$ cat src/rtl/xbts_pkg.sv
// Shared types and constants of the x86 16-bit branch target scanner.
// No dependencies; every other file of the block imports this package.
package xbts_pkg;

  localparam int BYTE_W          = 8;
  localparam int LABEL_W         = 16;
  localparam int SIZE_W          = 17;
  localparam int POS_W           = 17;
  localparam int SKIP_W          = 3;
  localparam int TRAIL_W         = 2;
  localparam int ROW_SEL_W       = 5;   // bitmap row holds 2**ROW_SEL_W marks
  localparam int DEF_ADDR_WIDTH  = 16;
  localparam logic [SIZE_W-1:0] IMAGE_SIZE_RESET = 17'h10000;

  // Decoder phase within one instruction
  typedef enum logic [2:0] {
    PH_OPCODE  = 3'd0,
    PH_MODRM   = 3'd1,
    PH_GROUP   = 3'd2,
    PH_SKIP    = 3'd3,
    PH_SHORT   = 3'd4,
    PH_NEAR_LO = 3'd5,
    PH_NEAR_HI = 3'd6
  } phase_t;

  // Length-tracking state of the decoder
  typedef struct packed {
    phase_t              phase;
    logic [SKIP_W-1:0]   skip;
    logic [TRAIL_W-1:0]  trail;
    logic                gwide;
    logic [BYTE_W-1:0]   disp_low;
  } dec_state_t;

endpackage

$ cat src/rtl/xbts_decoder.sv
// Instruction length tracker: follows 8086 instruction boundaries byte by byte
// and computes relative branch targets. Depends on xbts_pkg.
module xbts_decoder import xbts_pkg::*; #(
  parameter int ADDR_WIDTH = DEF_ADDR_WIDTH
) (
  input  logic                  clk,
  input  logic                  rst,
  input  logic                  accept,
  input  logic [BYTE_W-1:0]     code_byte,
  input  logic [SIZE_W-1:0]     image_size,
  output logic                  cand_valid,
  output logic [ADDR_WIDTH-1:0] cand_addr
);

  // Target arithmetic width: sign plus enough magnitude for position +- 32K
  localparam int TW = (ADDR_WIDTH + 1 > 19) ? ADDR_WIDTH + 1 : 19;

  localparam logic [BYTE_W-1:0] OP_LOW_ALU_END = 8'h40;
  localparam logic [BYTE_W-1:0] OP_JCC_FIRST   = 8'h70;
  localparam logic [BYTE_W-1:0] OP_JCC_LAST    = 8'h7F;
  localparam logic [BYTE_W-1:0] OP_GRP1_FIRST  = 8'h80;
  localparam logic [BYTE_W-1:0] OP_GRP1_LAST   = 8'h83;
  localparam logic [BYTE_W-1:0] OP_MODRM_FIRST = 8'h84;
  localparam logic [BYTE_W-1:0] OP_MODRM_LAST  = 8'h8F;
  localparam logic [BYTE_W-1:0] OP_CALL_FAR    = 8'h9A;
  localparam logic [BYTE_W-1:0] OP_JMP_FAR     = 8'hEA;
  localparam logic [BYTE_W-1:0] OP_MOV_MEM_LO  = 8'hA0;
  localparam logic [BYTE_W-1:0] OP_MOV_MEM_HI  = 8'hA3;
  localparam logic [BYTE_W-1:0] OP_TEST_AL     = 8'hA8;
  localparam logic [BYTE_W-1:0] OP_TEST_AX     = 8'hA9;
  localparam logic [BYTE_W-1:0] OP_MOV_IMM_LO  = 8'hB0;
  localparam logic [BYTE_W-1:0] OP_MOV_IMM_HI  = 8'hBF;
  localparam logic [BYTE_W-1:0] OP_RET_IMM     = 8'hC2;
  localparam logic [BYTE_W-1:0] OP_RETF_IMM    = 8'hCA;
  localparam logic [BYTE_W-1:0] OP_LES         = 8'hC4;
  localparam logic [BYTE_W-1:0] OP_LDS         = 8'hC5;
  localparam logic [BYTE_W-1:0] OP_MOV_RM_B    = 8'hC6;
  localparam logic [BYTE_W-1:0] OP_MOV_RM_W    = 8'hC7;
  localparam logic [BYTE_W-1:0] OP_INT         = 8'hCD;
  localparam logic [BYTE_W-1:0] OP_AAM         = 8'hD4;
  localparam logic [BYTE_W-1:0] OP_AAD         = 8'hD5;
  localparam logic [BYTE_W-1:0] OP_SHIFT_FIRST = 8'hD0;
  localparam logic [BYTE_W-1:0] OP_SHIFT_LAST  = 8'hD3;
  localparam logic [BYTE_W-1:0] OP_ESC_FIRST   = 8'hD8;
  localparam logic [BYTE_W-1:0] OP_ESC_LAST    = 8'hDF;
  localparam logic [BYTE_W-1:0] OP_LOOP_FIRST  = 8'hE0;
  localparam logic [BYTE_W-1:0] OP_LOOP_LAST   = 8'hE3;
  localparam logic [BYTE_W-1:0] OP_IO_FIRST    = 8'hE4;
  localparam logic [BYTE_W-1:0] OP_IO_LAST     = 8'hE7;
  localparam logic [BYTE_W-1:0] OP_CALL_NEAR   = 8'hE8;
  localparam logic [BYTE_W-1:0] OP_JMP_NEAR    = 8'hE9;
  localparam logic [BYTE_W-1:0] OP_JMP_SHORT   = 8'hEB;
  localparam logic [BYTE_W-1:0] OP_GRP3_B      = 8'hF6;
  localparam logic [BYTE_W-1:0] OP_GRP3_W      = 8'hF7;
  localparam logic [BYTE_W-1:0] OP_GRP45_B     = 8'hFE;
  localparam logic [BYTE_W-1:0] OP_GRP45_W     = 8'hFF;

  dec_state_t         st, st_next;
  logic [POS_W-1:0]   byte_position;
  logic               step;
  logic [TW-1:0]      rel;
  logic [TW-1:0]      tgt;
  logic               is_branch;

  // Skip n operand bytes, then any pending immediate
  function automatic dec_state_t begin_skip(dec_state_t s, logic [SKIP_W-1:0] n);
    dec_state_t        r;
    logic [SKIP_W-1:0] k;
    r = s;
    k = n;
    if (k == '0) begin
      k = SKIP_W'(s.trail);
      r.trail = '0;
    end
    if (k == '0) begin
      r.phase = PH_OPCODE;
    end else begin
      r.skip  = k;
      r.phase = PH_SKIP;
    end
    return r;
  endfunction

  // Displacement bytes implied by a ModRM byte
  function automatic logic [SKIP_W-1:0] modrm_disp(logic [BYTE_W-1:0] m);
    logic [SKIP_W-1:0] d;
    d = '0;
    if (m[7:6] == 2'd0 && m[2:0] == 3'd6) d = SKIP_W'(2);
    else if (m[7:6] == 2'd1)              d = SKIP_W'(1);
    else if (m[7:6] == 2'd2)              d = SKIP_W'(2);
    return d;
  endfunction

  // Opcode length rules
  function automatic dec_state_t decode_opcode(dec_state_t s, logic [BYTE_W-1:0] op);
    dec_state_t        r;
    logic [SKIP_W-1:0] wsz;
    r = s;
    r.trail = '0;
    wsz = op[0] ? SKIP_W'(2) : SKIP_W'(1);
    if (op < OP_LOW_ALU_END && op[2:0] < 3'd4) begin
      r.phase = PH_MODRM;
    end else if (op < OP_LOW_ALU_END && op[2:0] < 3'd6) begin
      r = begin_skip(r, wsz);
    end else if (op >= OP_JCC_FIRST && op <= OP_JCC_LAST) begin
      r.phase = PH_SHORT;
    end else if (op >= OP_GRP1_FIRST && op <= OP_GRP1_LAST) begin
      r.trail = (op[1:0] == 2'd1) ? TRAIL_W'(2) : TRAIL_W'(1);
      r.phase = PH_MODRM;
    end else if (op >= OP_MODRM_FIRST && op <= OP_MODRM_LAST) begin
      r.phase = PH_MODRM;
    end else if (op == OP_CALL_FAR || op == OP_JMP_FAR) begin
      r = begin_skip(r, SKIP_W'(4));
    end else if (op >= OP_MOV_MEM_LO && op <= OP_MOV_MEM_HI) begin
      r = begin_skip(r, SKIP_W'(2));
    end else if (op == OP_TEST_AL || op == OP_TEST_AX) begin
      r = begin_skip(r, wsz);
    end else if (op >= OP_MOV_IMM_LO && op <= OP_MOV_IMM_HI) begin
      r = begin_skip(r, op[3] ? SKIP_W'(2) : SKIP_W'(1));
    end else if (op == OP_RET_IMM || op == OP_RETF_IMM) begin
      r = begin_skip(r, SKIP_W'(2));
    end else if (op == OP_LES || op == OP_LDS) begin
      r.phase = PH_MODRM;
    end else if (op == OP_MOV_RM_B || op == OP_MOV_RM_W) begin
      r.trail = op[0] ? TRAIL_W'(2) : TRAIL_W'(1);
      r.phase = PH_MODRM;
    end else if (op == OP_INT || op == OP_AAM || op == OP_AAD) begin
      r = begin_skip(r, SKIP_W'(1));
    end else if (op >= OP_SHIFT_FIRST && op <= OP_SHIFT_LAST) begin
      r.phase = PH_MODRM;
    end else if (op >= OP_ESC_FIRST && op <= OP_ESC_LAST) begin
      r.phase = PH_MODRM;
    end else if (op >= OP_LOOP_FIRST && op <= OP_LOOP_LAST) begin
      r.phase = PH_SHORT;
    end else if (op >= OP_IO_FIRST && op <= OP_IO_LAST) begin
      r = begin_skip(r, SKIP_W'(1));
    end else if (op == OP_CALL_NEAR || op == OP_JMP_NEAR) begin
      r.phase = PH_NEAR_LO;
    end else if (op == OP_JMP_SHORT) begin
      r.phase = PH_SHORT;
    end else if (op == OP_GRP3_B || op == OP_GRP3_W) begin
      r.gwide = op[0];
      r.phase = PH_GROUP;
    end else if (op == OP_GRP45_B || op == OP_GRP45_W) begin
      r.phase = PH_MODRM;
    end else begin
      r.phase = PH_OPCODE;
    end
    return r;
  endfunction

  // Bytes at or past the image end leave everything untouched
  assign step = accept && (byte_position < image_size);

  // Next state of the length tracker
  always_comb begin
    dec_state_t tmp;
    tmp = st;
    st_next = st;
    if (step) begin
      case (st.phase)
        PH_OPCODE: begin
          st_next = decode_opcode(st, code_byte);
        end
        PH_MODRM: begin
          st_next = begin_skip(st, modrm_disp(code_byte));
        end
        PH_GROUP: begin
          // TEST (reg field zero) carries an immediate
          if (code_byte[5:3] == 3'd0) tmp.trail = st.gwide ? TRAIL_W'(2) : TRAIL_W'(1);
          else                        tmp.trail = '0;
          st_next = begin_skip(tmp, modrm_disp(code_byte));
        end
        PH_SKIP: begin
          tmp.skip = st.skip - SKIP_W'(1);
          if (tmp.skip == '0) st_next = begin_skip(tmp, '0);
          else                st_next = tmp;
        end
        PH_NEAR_LO: begin
          st_next.disp_low = code_byte;
          st_next.phase    = PH_NEAR_HI;
        end
        PH_SHORT, PH_NEAR_HI: begin
          st_next.phase = PH_OPCODE;
        end
        default: begin
          st_next.phase = PH_OPCODE;
        end
      endcase
    end
  end

  // Target of a relative branch: next instruction address plus displacement
  always_comb begin
    is_branch = (st.phase == PH_SHORT) || (st.phase == PH_NEAR_HI);
    if (st.phase == PH_NEAR_HI) rel = TW'($signed({code_byte, st.disp_low}));
    else                        rel = TW'($signed(code_byte));
    tgt = TW'(byte_position) + TW'(1) + rel;
    cand_valid = step && is_branch && !tgt[TW-1] && (tgt < TW'(image_size)) &&
                 ((tgt >> ADDR_WIDTH) == '0);
    cand_addr  = tgt[ADDR_WIDTH-1:0];
  end

  // Hold decoder state; advance position on in-image bytes
  always_ff @(posedge clk) begin
    if (rst) begin
      st.phase      <= PH_OPCODE;
      st.skip       <= '0;
      st.trail      <= '0;
      st.gwide      <= 1'b0;
      st.disp_low   <= '0;
      byte_position <= '0;
    end else begin
      st <= st_next;
      if (step) byte_position <= byte_position + POS_W'(1);
    end
  end

endmodule

$ cat config.mk
export PLATFORM = sky130hd
export DESIGN_NAME = xbts_decoder
export DESIGN_NICKNAME = d
export VERILOG_FILES = /design/src/rtl/xbts_pkg.sv /design/src/rtl/xbts_decoder.sv
export SDC_FILE = /design/constraint.sdc
export NUM_CORES = 1
export LEC_CHECK = 0
export BUFFER_PORTS_ARGS = -buffer_cell sky130_fd_sc_hd__buf_2
export CAP_MARGIN = 15
export CORE_ASPECT_RATIO = 0.9
export CORE_MARGIN = 3
export CORE_UTILIZATION = 30
export DETAILED_ROUTE_END_ITERATION = 8
export HOLD_SLACK_MARGIN = 0.15
export SLEW_MARGIN = 15
export SYNTH_ARGS = -nofsm -noshare
export SYNTH_HDL_FRONTEND = slang
export SYNTH_SLANG_ARGS = --single-unit
$ cat constraint.sdc
create_clock -name clk -period 9.3 [get_ports clk]
set_input_delay 0.93 -clock clk [delete_from_list [all_inputs] [get_ports clk]]
set_output_delay 0.93 -clock clk [all_outputs]
set_load 0.02 [all_outputs]
Yosys cells after proc, flatten, opt, wreduce, memory -nomap -nowiden
Cells that the tools add are included.
Word-level totals
  input bits: 28
  word-level logic and storage cells: 306
  register bits: 34
  output and inout bits: 17
Cells by class
  magnitude comparators: 23
  $add $sub $neg: 4
  reduce and logical (&&, ||, !) cells: 51
  multiplexer cells: 147
  eq/ne operators: 67
  bitwise gates (word level): 8
Operator list (count)
  two-way mux 17 bit: 29
  two-way mux 3 bit: 59
  == test 8 bit (second input constant): 20
  two-way mux 6 bit: 19
  two-way mux 14 bit: 7
  >= comparator 8 bit (second input constant): 8
  less-or-equal comparator 8 bit (second input constant): 8
  != test 2 bit (second input constant): 24
  two-way mux 2 bit: 21
  != test 10 bit (second input constant): 4
  zero test 3 bit: 13
  AND reduction 25 bit: 1
  one-hot mux 6 bit (4 select lines): 1
  one-hot mux 8 bit (3 select lines): 1
  adder 18 x 19 -> 19 bit: 1
  zero test 19 bit: 1
  < comparator 19 x 17 -> 1 bit: 1
  adder 17 x 1 -> 18 bit (second input constant): 1
  two-way mux 9 bit: 2
  != test 9 bit (second input constant): 2
  adder 17 x 1 -> 17 bit (second input constant): 1
  logical AND 1 bit: 17
  < comparator 17 bit: 1
  AND reduction 17 bit: 1
  other kinds (27): 57

Depth between registers and ports, before layout
  depth in word-level cells: 60
  mapped depth: 22
  mapped depth without buffers: 20

Worst setup path after synthesis
No wires, ideal clock.
  path type: input -> output
  from: in code_byte[6]
  to: out cand_valid
  stages on the path: 19
  data arrival time: 5.034 ns
  data required time: 8.370 ns
  buffers on the path: 3
  slack: 3.336 ns
  path through: buf_2 > buf_1 > buf_1 > nand2_1 > nand2_1 > ha_1 > a21o_1 > or3_4 > o211a_4 > a2111oi_0 > o41ai_1 > a21oi_1 > xnor2_1 > ha_1 > nand4_1 > nor2_1 > a2111oi_0 > and3_1 > o2111a_1
Between the ends
  elaborated cells on any way between the ends: 8
  those cells by class: add/sub: 1; order compare: 1; mux: 1; reduce/logical: 5
RTL lines
  from (decl): RTL line xbts_decoder.sv:9  | input logic [BYTE_W-1:0] code_byte,
  two-way mux 15 bit: RTL line xbts_decoder.sv:196  | if (st.phase == PH_NEAR_HI) rel = TW'($signed({code_byte, st.disp_low}));
  adder 18 x 19 -> 19 bit: RTL line xbts_decoder.sv:198  | tgt = TW'(byte_position) + TW'(1) + rel;
  net cand_addr[15]: RTL line xbts_decoder.sv:12  | output logic [ADDR_WIDTH-1:0] cand_addr
  < comparator 19 x 17 -> 1 bit: RTL line xbts_decoder.sv:199  | cand_valid = step && is_branch && !tgt[TW-1] && (tgt < TW'(image_size)) &&
  logical AND 1 bit (2 in a row): RTL line xbts_decoder.sv:199
  to (decl): RTL line xbts_decoder.sv:11  | output logic cand_valid,
The timed path passes the listed nets, and every way through them passes these cells.

Final worst setup path
  from: in code_byte[7]
  to: out cand_valid
Between the ends
  longest elaborated chain between the ends: 6
  elaborated cells on any way between the ends: 8
  those cells by class: add/sub: 1; order compare: 1; mux: 1; reduce/logical: 5
RTL lines (RTL line)
  two-way mux 15 bit: xbts_decoder.sv:196
  adder 18 x 19 -> 19 bit *: xbts_decoder.sv:198
  parallel branches: the longest is 3 deep, another holds < comparator 19 x 17 -> 1 bit
  logical AND 1 bit *: xbts_decoder.sv:199
Mark *: on every way between the ends.

==> flow_summary_export.csv <==
group,metric,value,unit
global_routing,grt_pass1_wl,20110,microns
synth,ys_warn_count,0,
synth,synthesis.nets,624,
cts,path_clk_slew,50,ps
cts,cts_tree,"built",
pwr,p_clk_frac,0.357,
synth,syn_area,4106,sq um
pwr,power_switching,0.0001646,W
global_routing,grt-ovfl-total,0,
critical_path,endpoint_kind,"primary output",
synth,synth-seq-cells,34,
timing,fin_setup_tns,0,ps
timing,maxSlewViolCount,0,
cts,clkLatencyLatePin,280,ps
timing,relSlewSlack,0.4720,
timing,setup_ws,2882,ps
drt,drtIter0Drc,366,
flow_run,drv_cap,0,
synth,synthArstFlopShare,0,
synth,synth_ff_type,"dfxtp_1",
die,fp.dieW,129.3,microns
cts,root_buffer,"clkbuf_16",
timing,tightest_slew,790.5,ps
synth,synthMuxAreaShare,0.03504,
finish,drive_gt1_frac,0.1257,
synth,yosys.cell_types.count,74,
synth,synth_top_family_by_area,"compound AO/OA/AOI/OAI gates",
timing,fin_crit,6418,ps
cts,cts_setup_buffers,0,
die,core_area,13030,sq um
global_routing,grt_usage,0.1616,
cts,cts_sinks,34,
synth,synth_edf_count,0,
cts,cts_resized,0,
timing,setup_viol,0,
run_status,outcome,"complete, no violations",
timing,hold_viol,0,
timing,rsz0062_at_grt,"no",
synth,synthTopCellsByArea,"dfxtp_1 (17%), ha_1 (16%), nor2_1 (5.7%), a21oi_1 (4.1%), a21o_1 (4.0%)",
pwr,irDropWorstVdd,77.42,uV
critical_path,cp-start-kind,"input port",
critical_path,critPathRequiredTime,8370,ps
pwr,leakagePower,2.105,nW
placement,port_buffers,44,
die,std_cell_rows,39,
synth,yosysMostFrequentCell,"nor2_1",
critical_path,path_cells,"buf_2 -> clkinv_1 -> nor2_1 -> a21o_1 -> ha_1 -> a21oi_1 -> o211ai_1 -> nand2_1 -> o211ai_1 -> o41ai_1 -> xnor2_1 -> inv_1 -> ha_1 -> nand4_1 -> nor2_1 -> a2111oi_0 -> and3_1 -> o2111a_1 -> buf_2",
pwr,intPower,0.0003134,W
cts,ctsLongestPathBuffers,2,
synth,ys_top_cells_by_count,"nor2_1 (62), ha_1 (53), nand2_1 (39), inv_1 (36)",
timing,fmax,155.8,MHz
finish,syn_to_final_growth,12.04,%
min_path,hp-class,"reg2reg",
cts,ctsHoldBuffers,0,
finish,nFillCells,1360,
global_routing,grt_start_max_net_pins,37,
placement,place_ws,2880,ps
die,die_h,117.0,microns
drt,ant_nets,0,
placement,dp.cells,729,
die,io_pins,45,
global_routing,antenna_found_initial,0,
pwr,switching_share,0.3444,
critical_path,critPathKind,"in2out",
drt,wire_per_inst,16.57,microns
synth,synth_top_area_share,0.1658,
drt,drc,0,
critical_path,cp_data_arrival_time,5490,ps
synth,yosys.area_share.simple,0.2520,
placement,place_hpwl,9379,microns
synth,ys_seq_area_frac,0.1658,
pwr,p_per_area,103.9,nW/um^2
global_routing,grt_pass1_vias,3976,
synth,synth_compound_area_frac,0.2687,
drt,drt_wl_total,12210,microns
timing,skew,5.061,ps
timing,finalCritPeriodShare,0.6901,
synth,synth_area_leader_cell,"dfxtp_1",
placement,gp_congestion,0.8966,
cts,cts_inserted_buffers,5,
finish,n_antenna_cell,0,
finish,utilization,0.3531,
synth,post_synth.cell_area_avg,7.576,sq um
critical_path,cp_slowest_cell,"nor2_1",
drt,dr.pass1.iters,7,
finish,instances_no_fill,737,
drt,via_per_inst,5.651,
critical_path,cpPeakStageDelay,480,ps
finish,nets,654,
die,dieArea,15130,sq um
drt,vias,4165,
cts,htree_num_levels,2,
synth,synth_adder_area_share,0.1664,
die,start_util,0.3152,
synth,synth-xor-area-share,0.05545,
critical_path,critPathMaxFanout,25,
synth,syn_inst,542,
pwr,seqPwrFrac,0.329,
pwr,comb_power_share,0.313,
==> flip-flops by register name (all words and copies together) (netlist names) <==
| signal | count |
|---|---|
| byte_position | 17 |
| st | 17 |
==> per-stage QoR <==
step	hold WS [ps]	area, sq um	total power, W
2_1_floorplan	460.2	4106	0.0002659
3_3_place_gp	474.9	4453	0.0003050
3_5_place_dp	487.5	4453	0.0003087
4_1_cts	500.3	4601	0.0004803
5_1_grt	517.1	4601	0.0005056
6_report	498.7	4601	0.0004780
==> routing by layer <==
metal	up-vias	wire, microns	track usage
met5	-	0	0
met4	0	110	0.02869
met3	12	574	0.02223
met2	117	5536	0.2642
met1	1979	5988	0.2304
li1	2057	-	-
==> cell families after synthesis <==
kind of cell / after synthesis
and+or+nand+nor: 204
AOI/OAI and AO/OA: 150
adders and majority gates: 54
xor gates and xnor gates: 26
DFF: 34
muxes: 14
buffers and inverters: 60
==> power by group through the flow <==
stage	Combinational, W	Clock, W	Sequential (W)
floorplan	0.000110	0	0.000156
global placement	0.000145	0	0.000160
detailed placement	0.000148	0	0.000160
CTS	0.000149	0.000174	0.000157
global route	0.000167	0.000180	0.000158
finish	0.000150	0.000171	0.000157
==> path summary, 6_finish.rpt <==
check	from	endpoint	slack, ps	cells past startpoint
worst min register to register	st[4]	st[4]	500	2
worst min-delay path	st[4]	st[4]	500	2
worst max register to register	byte_position[10]	byte_position[15]	6280	7
worst max-delay path	code_byte[7]	cand_valid	2880	19
==> worst max-delay path: cells and delay by family <==
family / cells / cell delay, ps
fa+ha+maj: 2 / 560
compound gates: 7 / 1810
simple gates: 5 / 990
buf+inv: 4 / 1010
xor+xnor: 1 / 190
==> cell usage in the layout (no fill, tap or decap), types with 3 or more instances in the layout <==
cell	instances
nor3_1	12
o21a_1	6
a32oi_1	3
a211oi_1	4
buf_2	44
o22ai_1	4
a21oi_1	34
o2111ai_1	3
nor2b_1	11
and3_1	14
xnor2_1	14
o211ai_1	9
clkbuf_16	5
a2111oi_0	4
mux2i_1	11
xor2_1	12
nand2b_1	6
mux2_2	3
and2_1	6
a21o_1	22
and4_1	5
nand2_1	39
a311oi_1	3
nor2_1	62
o21ai_0	18
nand3_1	17
o41ai_1	4
nand4_1	11
ha_1	53
inv_1	36
nor3b_1	5
dfxtp_1	34
or2_2	3
==> final cells by class <==
class	count	area, sq um	area share
clock buffer	7	142.6	0.03100
clock inverter	1	5.005	0.001088
inverter	37	138.9	0.03019
multi-input combinational	448	3193	0.6940
sequential	34	680.7	0.1479
tap	164	205.2	0.04460
timing repair buffer	46	235.2	0.05113
(Power assumes the default switching activity.)
